==> config.mk <==
export PLATFORM = sky130hd
export DESIGN_NAME = block_peak_agc_top
export DESIGN_NICKNAME = d
export VERILOG_FILES = /design/src/bpagc_pkg.sv /design/src/block_peak_agc_top.sv /design/src/bpagc_gain_prep.sv /design/src/bpagc_core.sv
export SDC_FILE = /design/constraint.sdc
export NUM_CORES = 2
export LEC_CHECK = 0
export BUFFER_PORTS_ARGS = -buffer_cell sky130_fd_sc_hd__buf_2
export CORE_MARGIN = 2
export CORE_UTILIZATION = 40
export CTS_CLUSTER_SIZE = 10
export DETAILED_ROUTE_END_ITERATION = 8
export HOLD_SLACK_MARGIN = 0.05
export PLACE_DENSITY_LB_ADDON = 0.25
export SKIP_LAST_GASP = 1
export SYNTH_ARGS = -nofsm -noshare
export SYNTH_HDL_FRONTEND = slang
export SYNTH_SLANG_ARGS = --single-unit
==> constraint.sdc <==
create_clock -name clk -period 36.1 [get_ports clk]
set_clock_uncertainty 0.15 [all_clocks]
set_input_delay 3.61 -clock clk [delete_from_list [all_inputs] [get_ports clk]]
set_output_delay 3.61 -clock clk [all_outputs]
set_load 0.03 [all_outputs]
==> src/bpagc_pkg.sv <==
package bpagc_pkg;

  // Field widths
  localparam int SAMPLE_W = 16;
  localparam int GAIN_W   = 17;
  localparam int PEAK_W   = 21;
  localparam int COUNT_W  = 32;
  localparam int CFG_W    = 17;

  // Gain limits, Q5.12
  localparam int GAIN_MIN = 4096;
  localparam int GAIN_MAX = 122880;

  // Peak thresholds: above HIGH_LIMIT cut the gain, below LOW_LIMIT raise it
  localparam int HIGH_LIMIT = 22936;
  localparam int LOW_LIMIT  = 9831;

  // Register reset values
  localparam logic signed [SAMPLE_W-1:0] DC_OFFSET_RST  = -16'sd3300;
  localparam logic [GAIN_W-1:0]          START_GAIN_RST = 17'd12288;
  localparam logic                       ADAPT_RST      = 1'b1;

  // Register indexes
  typedef enum logic [1:0] {
    CFG_DC_OFFSET    = 2'd0,
    CFG_START_GAIN   = 2'd1,
    CFG_ADAPT_ENABLE = 2'd2
  } cfg_index_t;

  // Input word
  typedef struct packed {
    logic signed [SAMPLE_W-1:0] sample_in;
    logic                       block_end;
  } item_t;

  // Result word
  typedef struct packed {
    logic signed [SAMPLE_W-1:0] sample_out;
    logic                       clipped;
    logic                       block_done;
    logic [PEAK_W-1:0]          block_peak;
    logic [GAIN_W-1:0]          gain_now;
    logic [COUNT_W-1:0]         overflow_total;
  } result_t;

  // Precomputed next-gain choices, all already clamped
  typedef struct packed {
    logic [GAIN_W-1:0] keep;
    logic [GAIN_W-1:0] down;
    logic [GAIN_W-1:0] up;
  } gain_cand_t;

endpackage

==> src/block_peak_agc_top.sv <==
// Block-peak automatic gain control.
//
// Input channel: item (sample_in, block_end) with item_valid / item_stall.
// A word is taken at a clock edge where item_valid is high and item_stall
// is low. block_end marks the last sample of a block.
// Output channel: result with result_valid / result_stall; one result word
// per input word, in order. block_peak is filled only on block_done.
// Configuration: cfg_we, cfg_index, cfg_data; 0 dc_offset, 1 start_gain
// (also loads the running gain), 2 adapt_enable. Write only while idle.
//
// A taken word is held in the input register, then moves into the result
// register when that has room. Throughput: one word per cycle while the receiver
// does not stall, set by the single 17x17 gain multiply and the gain feedback,
// both resolved in the compute cycle. A stalled receiver holds the result
// register; one more word fits in the input register before item_stall rises.
// Reset (rst, synchronous): both registers empty, gain back to 3.0,
// clip counter cleared, registers at their defaults.
module block_peak_agc_top (
  input  logic                         clk,
  input  logic                         rst,
  input  logic                         item_valid,
  output logic                         item_stall,
  input  bpagc_pkg::item_t             item,
  output logic                         result_valid,
  input  logic                         result_stall,
  output bpagc_pkg::result_t           result,
  input  logic                         cfg_we,
  input  logic [1:0]                   cfg_index,
  input  logic [bpagc_pkg::CFG_W-1:0]  cfg_data
);

  logic                              ir_valid;
  bpagc_pkg::item_t                  ir_word;
  logic                              step;
  logic [bpagc_pkg::GAIN_W-1:0]      gain;
  bpagc_pkg::gain_cand_t             cand;
  bpagc_pkg::result_t                res;

  // Move the held word into the result register when it has room
  assign step       = ir_valid && (!result_valid || !result_stall);
  assign item_stall = ir_valid && !step;

  bpagc_gain_prep u_gain_prep (
    .clk  (clk),
    .gain (gain),
    .cand (cand)
  );

  bpagc_core u_core (
    .clk       (clk),
    .rst       (rst),
    .cfg_we    (cfg_we),
    .cfg_index (cfg_index),
    .cfg_data  (cfg_data),
    .step      (step),
    .word      (ir_word),
    .cand      (cand),
    .gain      (gain),
    .res       (res)
  );

  // Input and result valid flags
  always_ff @(posedge clk) begin
    if (rst) begin
      ir_valid     <= 1'b0;
      result_valid <= 1'b0;
    end else begin
      if (item_valid && !item_stall) begin
        ir_valid <= 1'b1;
      end else if (step) begin
        ir_valid <= 1'b0;
      end
      if (step) begin
        result_valid <= 1'b1;
      end else if (!result_stall) begin
        result_valid <= 1'b0;
      end
    end
  end

  // Payload registers
  always_ff @(posedge clk) begin
    if (item_valid && !item_stall) begin
      ir_word <= item;
    end
    if (step) begin
      result <= res;
    end
  end

  // A clipped word sits on one of the rails
  a_clip_rail: assert property (@(posedge clk) disable iff (rst)
    (result_valid && result.clipped) |->
      (result.sample_out == 16'sh7fff) || (result.sample_out == -16'sh8000))
    else $error("clipped sample not at a rail");

  // Empty input register never stalls the sender
  a_no_false_stall: assert property (@(posedge clk) disable iff (rst)
    !ir_valid |-> !item_stall)
    else $error("stall with empty input register");

endmodule

==> src/bpagc_gain_prep.sv <==
module bpagc_gain_prep (
  input  logic                            clk,
  input  logic [bpagc_pkg::GAIN_W-1:0]    gain,
  output bpagc_pkg::gain_cand_t           cand
);

  // floor(x / 10) = (x * DIV10_MUL) >> DIV10_SHIFT, exact for x < 2^22
  localparam int          DIV10_SHIFT = 23;
  localparam logic [19:0] DIV10_MUL   = 20'd838861;
  // floor(x / 50) = (x * DIV50_MUL) >> DIV50_SHIFT, exact for x < 2^23
  localparam int          DIV50_SHIFT = 29;
  localparam logic [23:0] DIV50_MUL   = 24'd10737419;

  localparam int GW = bpagc_pkg::GAIN_W;

  function automatic logic [GW-1:0] clamp_gain(input logic [GW:0] g);
    logic [GW-1:0] r;
    if (g < (GW+1)'(bpagc_pkg::GAIN_MIN)) begin
      r = GW'(bpagc_pkg::GAIN_MIN);
    end else if (g > (GW+1)'(bpagc_pkg::GAIN_MAX)) begin
      r = GW'(bpagc_pkg::GAIN_MAX);
    end else begin
      r = g[GW-1:0];
    end
    return r;
  endfunction

  logic [19:0] x7;
  logic [22:0] x51;
  logic [39:0] prod_down;
  logic [46:0] prod_up;
  logic [GW:0] g_down;
  logic [GW:0] g_up;

  // gain * 0.7 and gain * 1.02, both floored
  always_comb begin
    x7        = {1'b0, gain, 2'b00} + {2'b00, gain, 1'b0} + {3'b000, gain};
    x51       = {1'b0, gain, 5'b0} + {2'b0, gain, 4'b0} + {5'b0, gain, 1'b0}
                + {6'b0, gain};
    prod_down = x7 * DIV10_MUL;
    prod_up   = x51 * DIV50_MUL;
    g_down    = {1'b0, prod_down[DIV10_SHIFT +: GW]};
    g_up      = prod_up[DIV50_SHIFT +: GW+1];
  end

  // Registered; the gain only adapts three or more samples after it changes
  always_ff @(posedge clk) begin
    cand.keep <= clamp_gain({1'b0, gain});
    cand.down <= clamp_gain(g_down);
    cand.up   <= clamp_gain(g_up);
  end

endmodule

==> src/bpagc_core.sv <==
module bpagc_core (
  input  logic                          clk,
  input  logic                          rst,
  input  logic                          cfg_we,
  input  logic [1:0]                    cfg_index,
  input  logic [bpagc_pkg::CFG_W-1:0]   cfg_data,
  input  logic                          step,
  input  bpagc_pkg::item_t              word,
  input  bpagc_pkg::gain_cand_t         cand,
  output logic [bpagc_pkg::GAIN_W-1:0]  gain,
  output bpagc_pkg::result_t            res
);

  localparam int GW = bpagc_pkg::GAIN_W;
  localparam int PW = bpagc_pkg::PEAK_W;
  localparam int CW = bpagc_pkg::COUNT_W;

  // Configuration registers
  logic signed [15:0] dc_offset;
  logic [GW-1:0]      start_gain;
  logic               adapt_enable;

  // Block state
  logic [GW-1:0]      running_gain;
  logic [CW-1:0]      clip_count;
  logic signed [21:0] block_high;
  logic signed [21:0] block_low;
  logic [1:0]         block_len_seen;

  logic [GW-1:0]      running_gain_next;
  logic [CW-1:0]      clip_count_next;
  logic signed [21:0] block_high_next;
  logic signed [21:0] block_low_next;
  logic [1:0]         block_len_seen_next;

  logic signed [16:0] v;
  logic [16:0]        absv;
  logic [33:0]        mag;
  logic [PW-1:0]      qmag;
  logic signed [21:0] q;
  logic signed [21:0] neg_low;
  logic signed [21:0] peak_s;
  logic [PW-1:0]      peak;
  logic               clip_hi;
  logic               clip_lo;
  logic               clip;

  assign gain = running_gain;

  // Offset, gain, truncate toward zero
  always_comb begin
    v    = 17'(word.sample_in) + 17'(dc_offset);
    absv = v[16] ? 17'(-v) : 17'(v);
    mag  = absv * running_gain;
    qmag = mag[12 +: PW];
    q    = v[16] ? -$signed({1'b0, qmag}) : $signed({1'b0, qmag});
  end

  // Block min/max, peak, saturation and the next state
  always_comb begin
    if (block_len_seen == 2'd0) begin
      block_high_next = q;
      block_low_next  = q;
    end else begin
      block_high_next = (q > block_high) ? q : block_high;
      block_low_next  = (q < block_low) ? q : block_low;
    end
    neg_low = -block_low_next;
    peak_s  = (neg_low > block_high_next) ? neg_low : block_high_next;
    peak    = peak_s[PW-1:0];

    clip_hi = q > 22'sd32767;
    clip_lo = q < -22'sd32768;
    clip    = clip_hi || clip_lo;

    clip_count_next = clip_count;
    if (clip && (clip_count != {CW{1'b1}})) begin
      clip_count_next = clip_count + 1'b1;
    end

    running_gain_next = running_gain;
    if (word.block_end) begin
      block_len_seen_next = 2'd0;
      if (!adapt_enable) begin
        running_gain_next = start_gain;
      end else if (block_len_seen >= 2'd2) begin
        if (peak > PW'(bpagc_pkg::HIGH_LIMIT)) begin
          running_gain_next = cand.down;
        end else if (peak < PW'(bpagc_pkg::LOW_LIMIT)) begin
          running_gain_next = cand.up;
        end else begin
          running_gain_next = cand.keep;
        end
      end
    end else begin
      block_len_seen_next = (block_len_seen == 2'd3) ? 2'd3 : block_len_seen + 2'd1;
    end

    // Result word
    if (clip_hi) begin
      res.sample_out = 16'sh7fff;
    end else if (clip_lo) begin
      res.sample_out = -16'sh8000;
    end else begin
      res.sample_out = q[15:0];
    end
    res.clipped        = clip;
    res.block_done     = word.block_end;
    res.block_peak     = word.block_end ? peak : '0;
    res.gain_now       = running_gain_next;
    res.overflow_total = clip_count_next;
  end

  // State and configuration registers
  always_ff @(posedge clk) begin
    if (rst) begin
      dc_offset      <= bpagc_pkg::DC_OFFSET_RST;
      start_gain     <= bpagc_pkg::START_GAIN_RST;
      adapt_enable   <= bpagc_pkg::ADAPT_RST;
      running_gain   <= bpagc_pkg::START_GAIN_RST;
      clip_count     <= '0;
      block_len_seen <= 2'd0;
    end else begin
      if (step) begin
        running_gain   <= running_gain_next;
        clip_count     <= clip_count_next;
        block_len_seen <= block_len_seen_next;
      end
      if (cfg_we) begin
        case (cfg_index)
          bpagc_pkg::CFG_DC_OFFSET: begin
            dc_offset <= cfg_data[15:0];
          end
          bpagc_pkg::CFG_START_GAIN: begin
            start_gain   <= cfg_data[GW-1:0];
            running_gain <= cfg_data[GW-1:0];
          end
          bpagc_pkg::CFG_ADAPT_ENABLE: begin
            adapt_enable <= cfg_data[0];
          end
          default: begin
          end
        endcase
      end
    end
  end

  // Min/max track only needs loading, no reset
  always_ff @(posedge clk) begin
    if (step) begin
      block_high <= block_high_next;
      block_low  <= block_low_next;
    end
  end

  // An adapted gain always lands inside the clamp range
  a_gain_range: assert property (@(posedge clk) disable iff (rst)
    (step && !cfg_we && word.block_end && adapt_enable && (block_len_seen >= 2'd2))
    |=> (running_gain >= GW'(bpagc_pkg::GAIN_MIN)) &&
        (running_gain <= GW'(bpagc_pkg::GAIN_MAX)))
    else $error("adapted gain out of range");

  // Clip counter never goes backwards
  a_count_mono: assert property (@(posedge clk) disable iff (rst)
    1'b1 |=> clip_count >= $past(clip_count))
    else $error("clip counter decreased");

  // Block end restarts the length count
  a_len_clear: assert property (@(posedge clk) disable iff (rst)
    (step && word.block_end) |=> block_len_seen == 2'd0)
    else $error("block length not cleared at block end");

  // The peak never sits below the largest product seen
  a_peak_cover: assert property (@(posedge clk) disable iff (rst)
    step |-> (peak_s >= block_high_next) && (peak_s >= 22'sd0))
    else $error("peak below block maximum");

endmodule

; ---- Word level (Yosys, flattened, before mapping)
; Index checks and enable logic that the tools add are counted.
[op_classes]
addsub = 11
n_reduce_logical = 19
n_shift = 0
magnitude_cmp = 14
mul = 3
n_eq_ne = 5
muxes = 26
n_bitwise = 0
n_div = 0
[ops]
columns = op, count
row1 = 2-to-1 mux 17 bit, 12
row2 = 2-to-1 mux 22 bit, 5
row3 = "multiplier 23 x 24 -> 47 bit, second input constant", 1
row4 = greater-than comparator 22 bit, 2
row5 = "multiplier 20 x 20 -> 40 bit, second input constant", 1
row6 = "greater-than comparator 17 bit, second input constant", 2
row7 = "less-than comparator 17 x 13 -> 1 bit, second input constant", 2
row8 = multiplier 17 x 17 -> 33 bit, 1
row9 = "adder 32 x 1 -> 32 bit, second input constant", 1
row10 = 2-to-1 mux 32 bit, 1
row11 = "inequality test 32 bit, second input constant", 1
row12 = adder 22 x 21 -> 23 bit, 1
row13 = adder 23 x 17 -> 23 bit, 1
row14 = adder 23 x 18 -> 23 bit, 1
row15 = "greater-than comparator 22 x 16 -> 1 bit, second input constant", 1
row16 = "less-than comparator 22 x 16 -> 1 bit, second input constant", 1
row17 = less-than comparator 22 bit, 1
row18 = negator 21 -> 22 bit, 1
row19 = negator 22 bit, 1
row20 = "greater-than comparator 21 x 15 -> 1 bit, second input constant", 1
row21 = "less-than comparator 21 x 14 -> 1 bit, second input constant", 1
row22 = 2-to-1 mux 21 bit, 1
row23 = adder 19 x 18 -> 20 bit, 1
row24 = adder 20 x 17 -> 20 bit, 1
row25 = 19 further kinds, 36
[totals]
latchBits = 0
rom_bits = 0
n_memories = 0
word_cells = 102
ramBits = 0
reg_bits = 287

; ---- Longest topological paths before layout
[logic_depth]
depth_word = 21
depth_mapped = 81
mapped_depth_nobuf = 73

; ---- Hierarchy
; Synthesis repeated with hierarchy kept, for this count alone.
[unflattened]
cells_unflattened = 5006
area_unflattened_um2 = 46104.2
[modules_own_cells]
columns = module, area_per_inst_um2, n_inst, seq_area_each_um2, cells_each
row1 = bpagc_core, 21947.3, 1, 3022.9, 2729
row2 = bpagc_gain_prep, 20917.6, 1, 1021.0, 2162
row3 = block_peak_agc_top, 3239.4, 1, 3193.1, 115

; ---- Worst setup path before layout
; Ideal clock, no wire load.
[synth_path]
kind = reg2reg
start = register ir_word[9] (netlist name)
end = register u_core.running_gain[10], in the netlist u_core.gain[10]
arrival_ns = 16.455
setup_slack_ns = 19.365
stages_incl_launch_ff = 68
path_buffers = 10
path_cell_list = edfxtp_1 > ha_1 > a21oi_2 > or3b_1 > o31ai_2 > o2111ai_1 > and2_1 > buf_2 > buf_2 > buf_1 > buf_1 > a21oi_1 > xor2_1 > clkbuf_1 > nand2_1 > fa_1 > fa_1 > inv_1 > (+32 left out) > nor2_1 > nand3_2 > or3_4 > xor2_1 > ha_1 > a21oi_1 > nor2b_1 > o21ai_0 > nand3_1 > nor2b_1 > a21oi_1 > and4_1 > a211oi_4 > mux2i_2 > buf_4 > mux2_1 > a211oi_1 > o31ai_1
[synth_between]
elab_chain_cells = 21
[synth_lines]
columns = item, line
row1 = "start, declared", block_peak_agc_top.sv:33  ; bpagc_pkg::item_t ir_word;
row2 = "start signal, assigned", block_peak_agc_top.sv:84  ; ir_word <= item;
row3 = adder 16 x 16 -> 17 bit *, bpagc_core.sv:52  ; v = 17'(word.sample_in) + 17'(dc_offset);
row4 = negator 17 bit, bpagc_core.sv:53  ; absv = v[16] ? 17'(-v) : 17'(v);
row5 = 2-to-1 mux 17 bit, bpagc_core.sv:53
row6 = multiplier 17 x 17 -> 33 bit, bpagc_core.sv:54  ; mag = absv * running_gain;
row7 = negator 21 -> 22 bit, bpagc_core.sv:56  ; q = v[16] ? -$signed({1'b0, qmag}) : $signed({1'b0, qmag});
row8 = 2-to-1 mux 22 bit *, bpagc_core.sv:56
row9 = less-than comparator 22 bit, bpagc_core.sv:66  ; block_low_next = (q < block_low) ? q : block_low;
row10 = 2-to-1 mux 22 bit, bpagc_core.sv:66
row11 = (+5 left out), n/a
row12 = 2-to-1 mux 17 bit, bpagc_core.sv:89  ; end else if (peak < PW'(bpagc_pkg::LOW_LIMIT)) begin
row13 = 2-to-1 mux 17 bit *, bpagc_core.sv:87  ; if (peak > PW'(bpagc_pkg::HIGH_LIMIT)) begin
row14 = 2-to-1 mux 17 bit *, bpagc_core.sv:86  ; end else if (block_len_seen >= 2'd2) begin
row15 = 2-to-1 mux 17 bit *, bpagc_core.sv:84  ; if (!adapt_enable) begin
row16 = 2-to-1 mux 17 bit *, bpagc_core.sv:82  ; if (word.block_end) begin
row17 = 2-to-1 mux 17 bit *, bpagc_core.sv:124  ; if (step) begin
row18 = 2-to-1 mux 17 bit, bpagc_core.sv:130  ; case (cfg_index)
row19 = 2-to-1 mux 17 bit *, bpagc_core.sv:129  ; if (cfg_we) begin
row20 = "end signal, assigned", bpagc_core.sv:120  ; running_gain <= bpagc_pkg::START_GAIN_RST;
row21 = "end signal, assigned", bpagc_core.sv:125  ; running_gain <= running_gain_next;
row22 = "end signal, assigned", bpagc_core.sv:136  ; running_gain <= cfg_data[GW-1:0];
row23 = "end, declared", bpagc_core.sv:24  ; logic [GW-1:0] running_gain;
; Mark *: on every way between the ends. The rest lies on a longest branch, timed or not.
; A chain may end at the register's enable or synchronous reset.

; ---- Final worst setup path
[layout_path]
start = register ir_word[9] (netlist name)
end = register u_core.running_gain[15], in the netlist u_core.gain[15]
; The elaborated chain is that of the path after synthesis.

==> results.sh <==
export IMPL_status="completed"
export IMPL_max_slew_margin=0.0932
export IMPL_grt_max_degree=101
export IMPL_ys_seq_area_frac=0.164
export IMPL_via_count=32600
export IMPL_cts_sinks=287
export IMPL_setup_violations=0
export IMPL_min_period_ns=18.80
export IMPL_syn_inst=4647
export IMPL_area_growth_pct=8.46
export IMPL_synth_edf_count=149
export IMPL_avgSynthCellArea_sq_um=9.47
export IMPL_first_pass_iters=5
export IMPL_ys_ff_latch=287
export IMPL_clock_path_buffers=3
export IMPL_cts_root_buf="clkbuf_16"
export IMPL_cp_max_fo=33
export IMPL_r2r_slack_ns=17.30
export IMPL_hold_path_class="reg -> reg"
export IMPL_cp_required_ns=36.40
export IMPL_htree_levels=2
export IMPL_whs_path_depth=2
export IMPL_path_common_cell="fa_1"
export IMPL_regArea_sq_um=7240
export IMPL_first_global_vias=33500
export IMPL_fmax_ghz=0.0532
export IMPL_crit_arrival_ns=19.10
export IMPL_rows=121
export IMPL_crit_path_start_kind="flop"
export IMPL_finalNetCount=6095
export IMPL_crit_type="reg -> reg"
export IMPL_maxSlewViolCount=0
export IMPL_ys_async_sr_fraction=0
export IMPL_die_area_sq_um=113000
export IMPL_drive_gt1_frac=0.0703
export IMPL_finalCritPeriodShare=0.521
export IMPL_cts_tree="built"
export IMPL_synth_warnings=0
export IMPL_remaining_drc_errors=0
export IMPL_crit_slowest_cell="xor2_2"
export IMPL_syn_cell_area_sq_um=44000
export IMPL_antenna_left=0
export IMPL_ioPinCount=131
export IMPL_cts_setup_buffers=0
export IMPL_ff2ff_path_depth=63
export IMPL_clk_latency_ns=0.59
export IMPL_slowest_delay_ns=0.78
export IMPL_synth_nets=5973
export IMPL_initial_core_util=0.404
export IMPL_worst_slew_pin_slew_ns=1.35
export IMPL_synthDistinctLibCells=100
export IMPL_cap_violations=0
export IMPL_rsz0062_at_grt="false"
export IMPL_viasPerCell=5.24
export IMPL_fillers=10700
export IMPL_chipWidth_um=336
export IMPL_drt_wl_total_um=122000
export IMPL_antenna_found_initial=21
export IMPL_ys_flop_type="edfxtp_1"
export IMPL_numCtsBuffers=37
export IMPL_io_buffers=130
export IMPL_multi_input_area_sq_um=32900
export IMPL_post_cts_resized=0
export IMPL_wl_per_cell_um=19.7
export IMPL_cts_hold_buf=0
export IMPL_core_sq_um=109000
export IMPL_reg2reg_to="u_core.gain[15]$_SDFF_PP0_"
export IMPL_grtUsageTotal=0.222
export IMPL_place_gp_congestion=0.953
export IMPL_grt_overflow=0
export IMPL_holdPathEnd="u_core.start_gain[12]$_SDFFE_PP1P_"
export IMPL_drt_first_iter_violations=2252
export IMPL_cts_clk_slew_worst_paths_ns=0.06
export IMPL_endpoint_kind="flop"
export IMPL_final_hold_viol_count=0
export IMPL_tns_ns=0
export IMPL_grt_pass1_wl_um=193000
export IMPL_die_y_um=336
export IMPL_reg2reg_from="ir_word[9]$_DFFE_PP_"
export IMPL_hp_start="u_core.start_gain[12]$_SDFFE_PP1P_"
export IMPL_place_hpwl_um=103000
worst max-delay path by stage:
stage	from	depth (start not counted)	endpoint	slack (ns)
final	ir_word[9]$_DFFE_PP_	63	u_core.gain[15]$_SDFF_PP0_	17.30
after global routing	ir_word[9]$_DFFE_PP_	63	u_core.gain[12]$_SDFF_PP1_	16.11
after CTS	ir_word[9]$_DFFE_PP_	63	u_core.gain[16]$_SDFF_PP0_	17.47
after detailed placement	ir_word[9]$_DFFE_PP_	61	u_core.gain[16]$_SDFF_PP0_	17.52
after global placement	ir_word[9]$_DFFE_PP_	63	u_core.gain[4]$_SDFF_PP0_	18.03
after floorplan	ir_word[9]$_DFFE_PP_	67	u_core.gain[10]$_SDFF_PP0_	19.36
routing by layer:
layer,global-route usage,up-vias,part of all wire
li1,-,15500,-
met1,0.307,16000,0.45
met2,0.359,866,0.46
met3,0.0378,188,0.064
met4,0.0551,20,0.026
met5,0,-,0.00098
logic make-up after synthesis:
kind of cell	count (synthesis)	share of synthesized area
AO/OA/AOI/OAI	647	0.0991
XOR/XNOR	217	0.0437
adder cells (fa/ha/maj)	1285	0.468
buffers and inverters	1037	0.0890
flip-flops	287	0.164
multiplexers	42	0.0105
AND/OR/NAND/NOR	1132	0.125
cell usage after synthesis (39+ instances only):
| library cell | instances | area share |
|---|---|---|
| clkbuf_1 | 99 | 0.0084 |
| edfxtp_1 | 149 | 0.10 |
| xor2_1 | 99 | 0.020 |
| and2_1 | 110 | 0.016 |
| nand4_1 | 41 | 0.0058 |
| nand3_1 | 45 | 0.0051 |
| xnor2_1 | 116 | 0.023 |
| ha_1 | 682 | 0.19 |
| inv_1 | 919 | 0.078 |
| nand2_1 | 352 | 0.030 |
| nor2_1 | 289 | 0.025 |
| a21oi_1 | 188 | 0.021 |
| o21ai_0 | 108 | 0.012 |
| fa_1 | 603 | 0.27 |
| dfxtp_1 | 138 | 0.063 |
| nor3_1 | 74 | 0.0084 |
| a211oi_1 | 39 | 0.0067 |
| a21o_1 | 70 | 0.012 |
cell usage in the layout, fill, tap and decap left out, drive strengths merged, types with 113 or more instances in the layout:
cell type / Yosys / layout
inv: 920 / 921
ha: 682 / 682
fa: 603 / 603
nand2: 352 / 352
nor2: 289 / 289
buf: 15 / 197
a21oi: 190 / 190
edfxtp: 149 / 149
dfxtp: 138 / 138
xnor2: 117 / 117
o21ai: 113 / 113
sequential cells by signal, summed over array words and instances, names as in the netlist:
signal / count
ir_valid: 1
ir_word: 17
result: 88
result_valid: 1
u_core.adapt_enable: 1
u_core.block_high: 22
u_core.block_len_seen: 2
u_core.block_low: 22
u_core.clip_count: 32
u_core.dc_offset: 16
u_core.gain: 17
u_core.start_gain: 17
u_gain_prep.cand: 51
cell type report:
| class | count | area share |
|---|---|---|
| diodes | 7 | 0.000367 |
| clock buffers | 53 | 0.0211 |
| clock inverters | 9 | 0.00362 |
| inverters | 923 | 0.0727 |
| multi-input cells | 3323 | 0.689 |
| flip-flops and latches | 287 | 0.152 |
| well taps | 1414 | 0.0371 |
| repair buffers | 197 | 0.0242 |
metrics by stage:
stage	std cells	setup WS, ns	utilization	hold slack [ns]	instance area (sq um)
after floorplan	4647	19.36	-	0.273	44000
after global routing	6209	16.11	0.438	0.323	47700
after global placement	6144	18.03	0.427	0.286	46500
after CTS	6206	17.47	0.438	0.296	47700
after detailed placement	6144	17.52	0.427	0.287	46500
final	6213	17.30	0.438	0.298	47700
critical path: cells and delay by family (launching register included):
kind                     cells  cell delay (ns)
flip-flops                   1             0.37
AO/OA/AOI/OAI               25             6.82
buffers and inverters        7             1.27
multiplexers                 2             0.70
AND/OR/NAND/NOR             16             3.32
XOR/XNOR                     2             1.04
adder cells (fa/ha/maj)     11             4.96
Power is left out: the tool's default activity adds up to more than one toggle a clock period on the data nets, which glitch-free logic cannot reach.
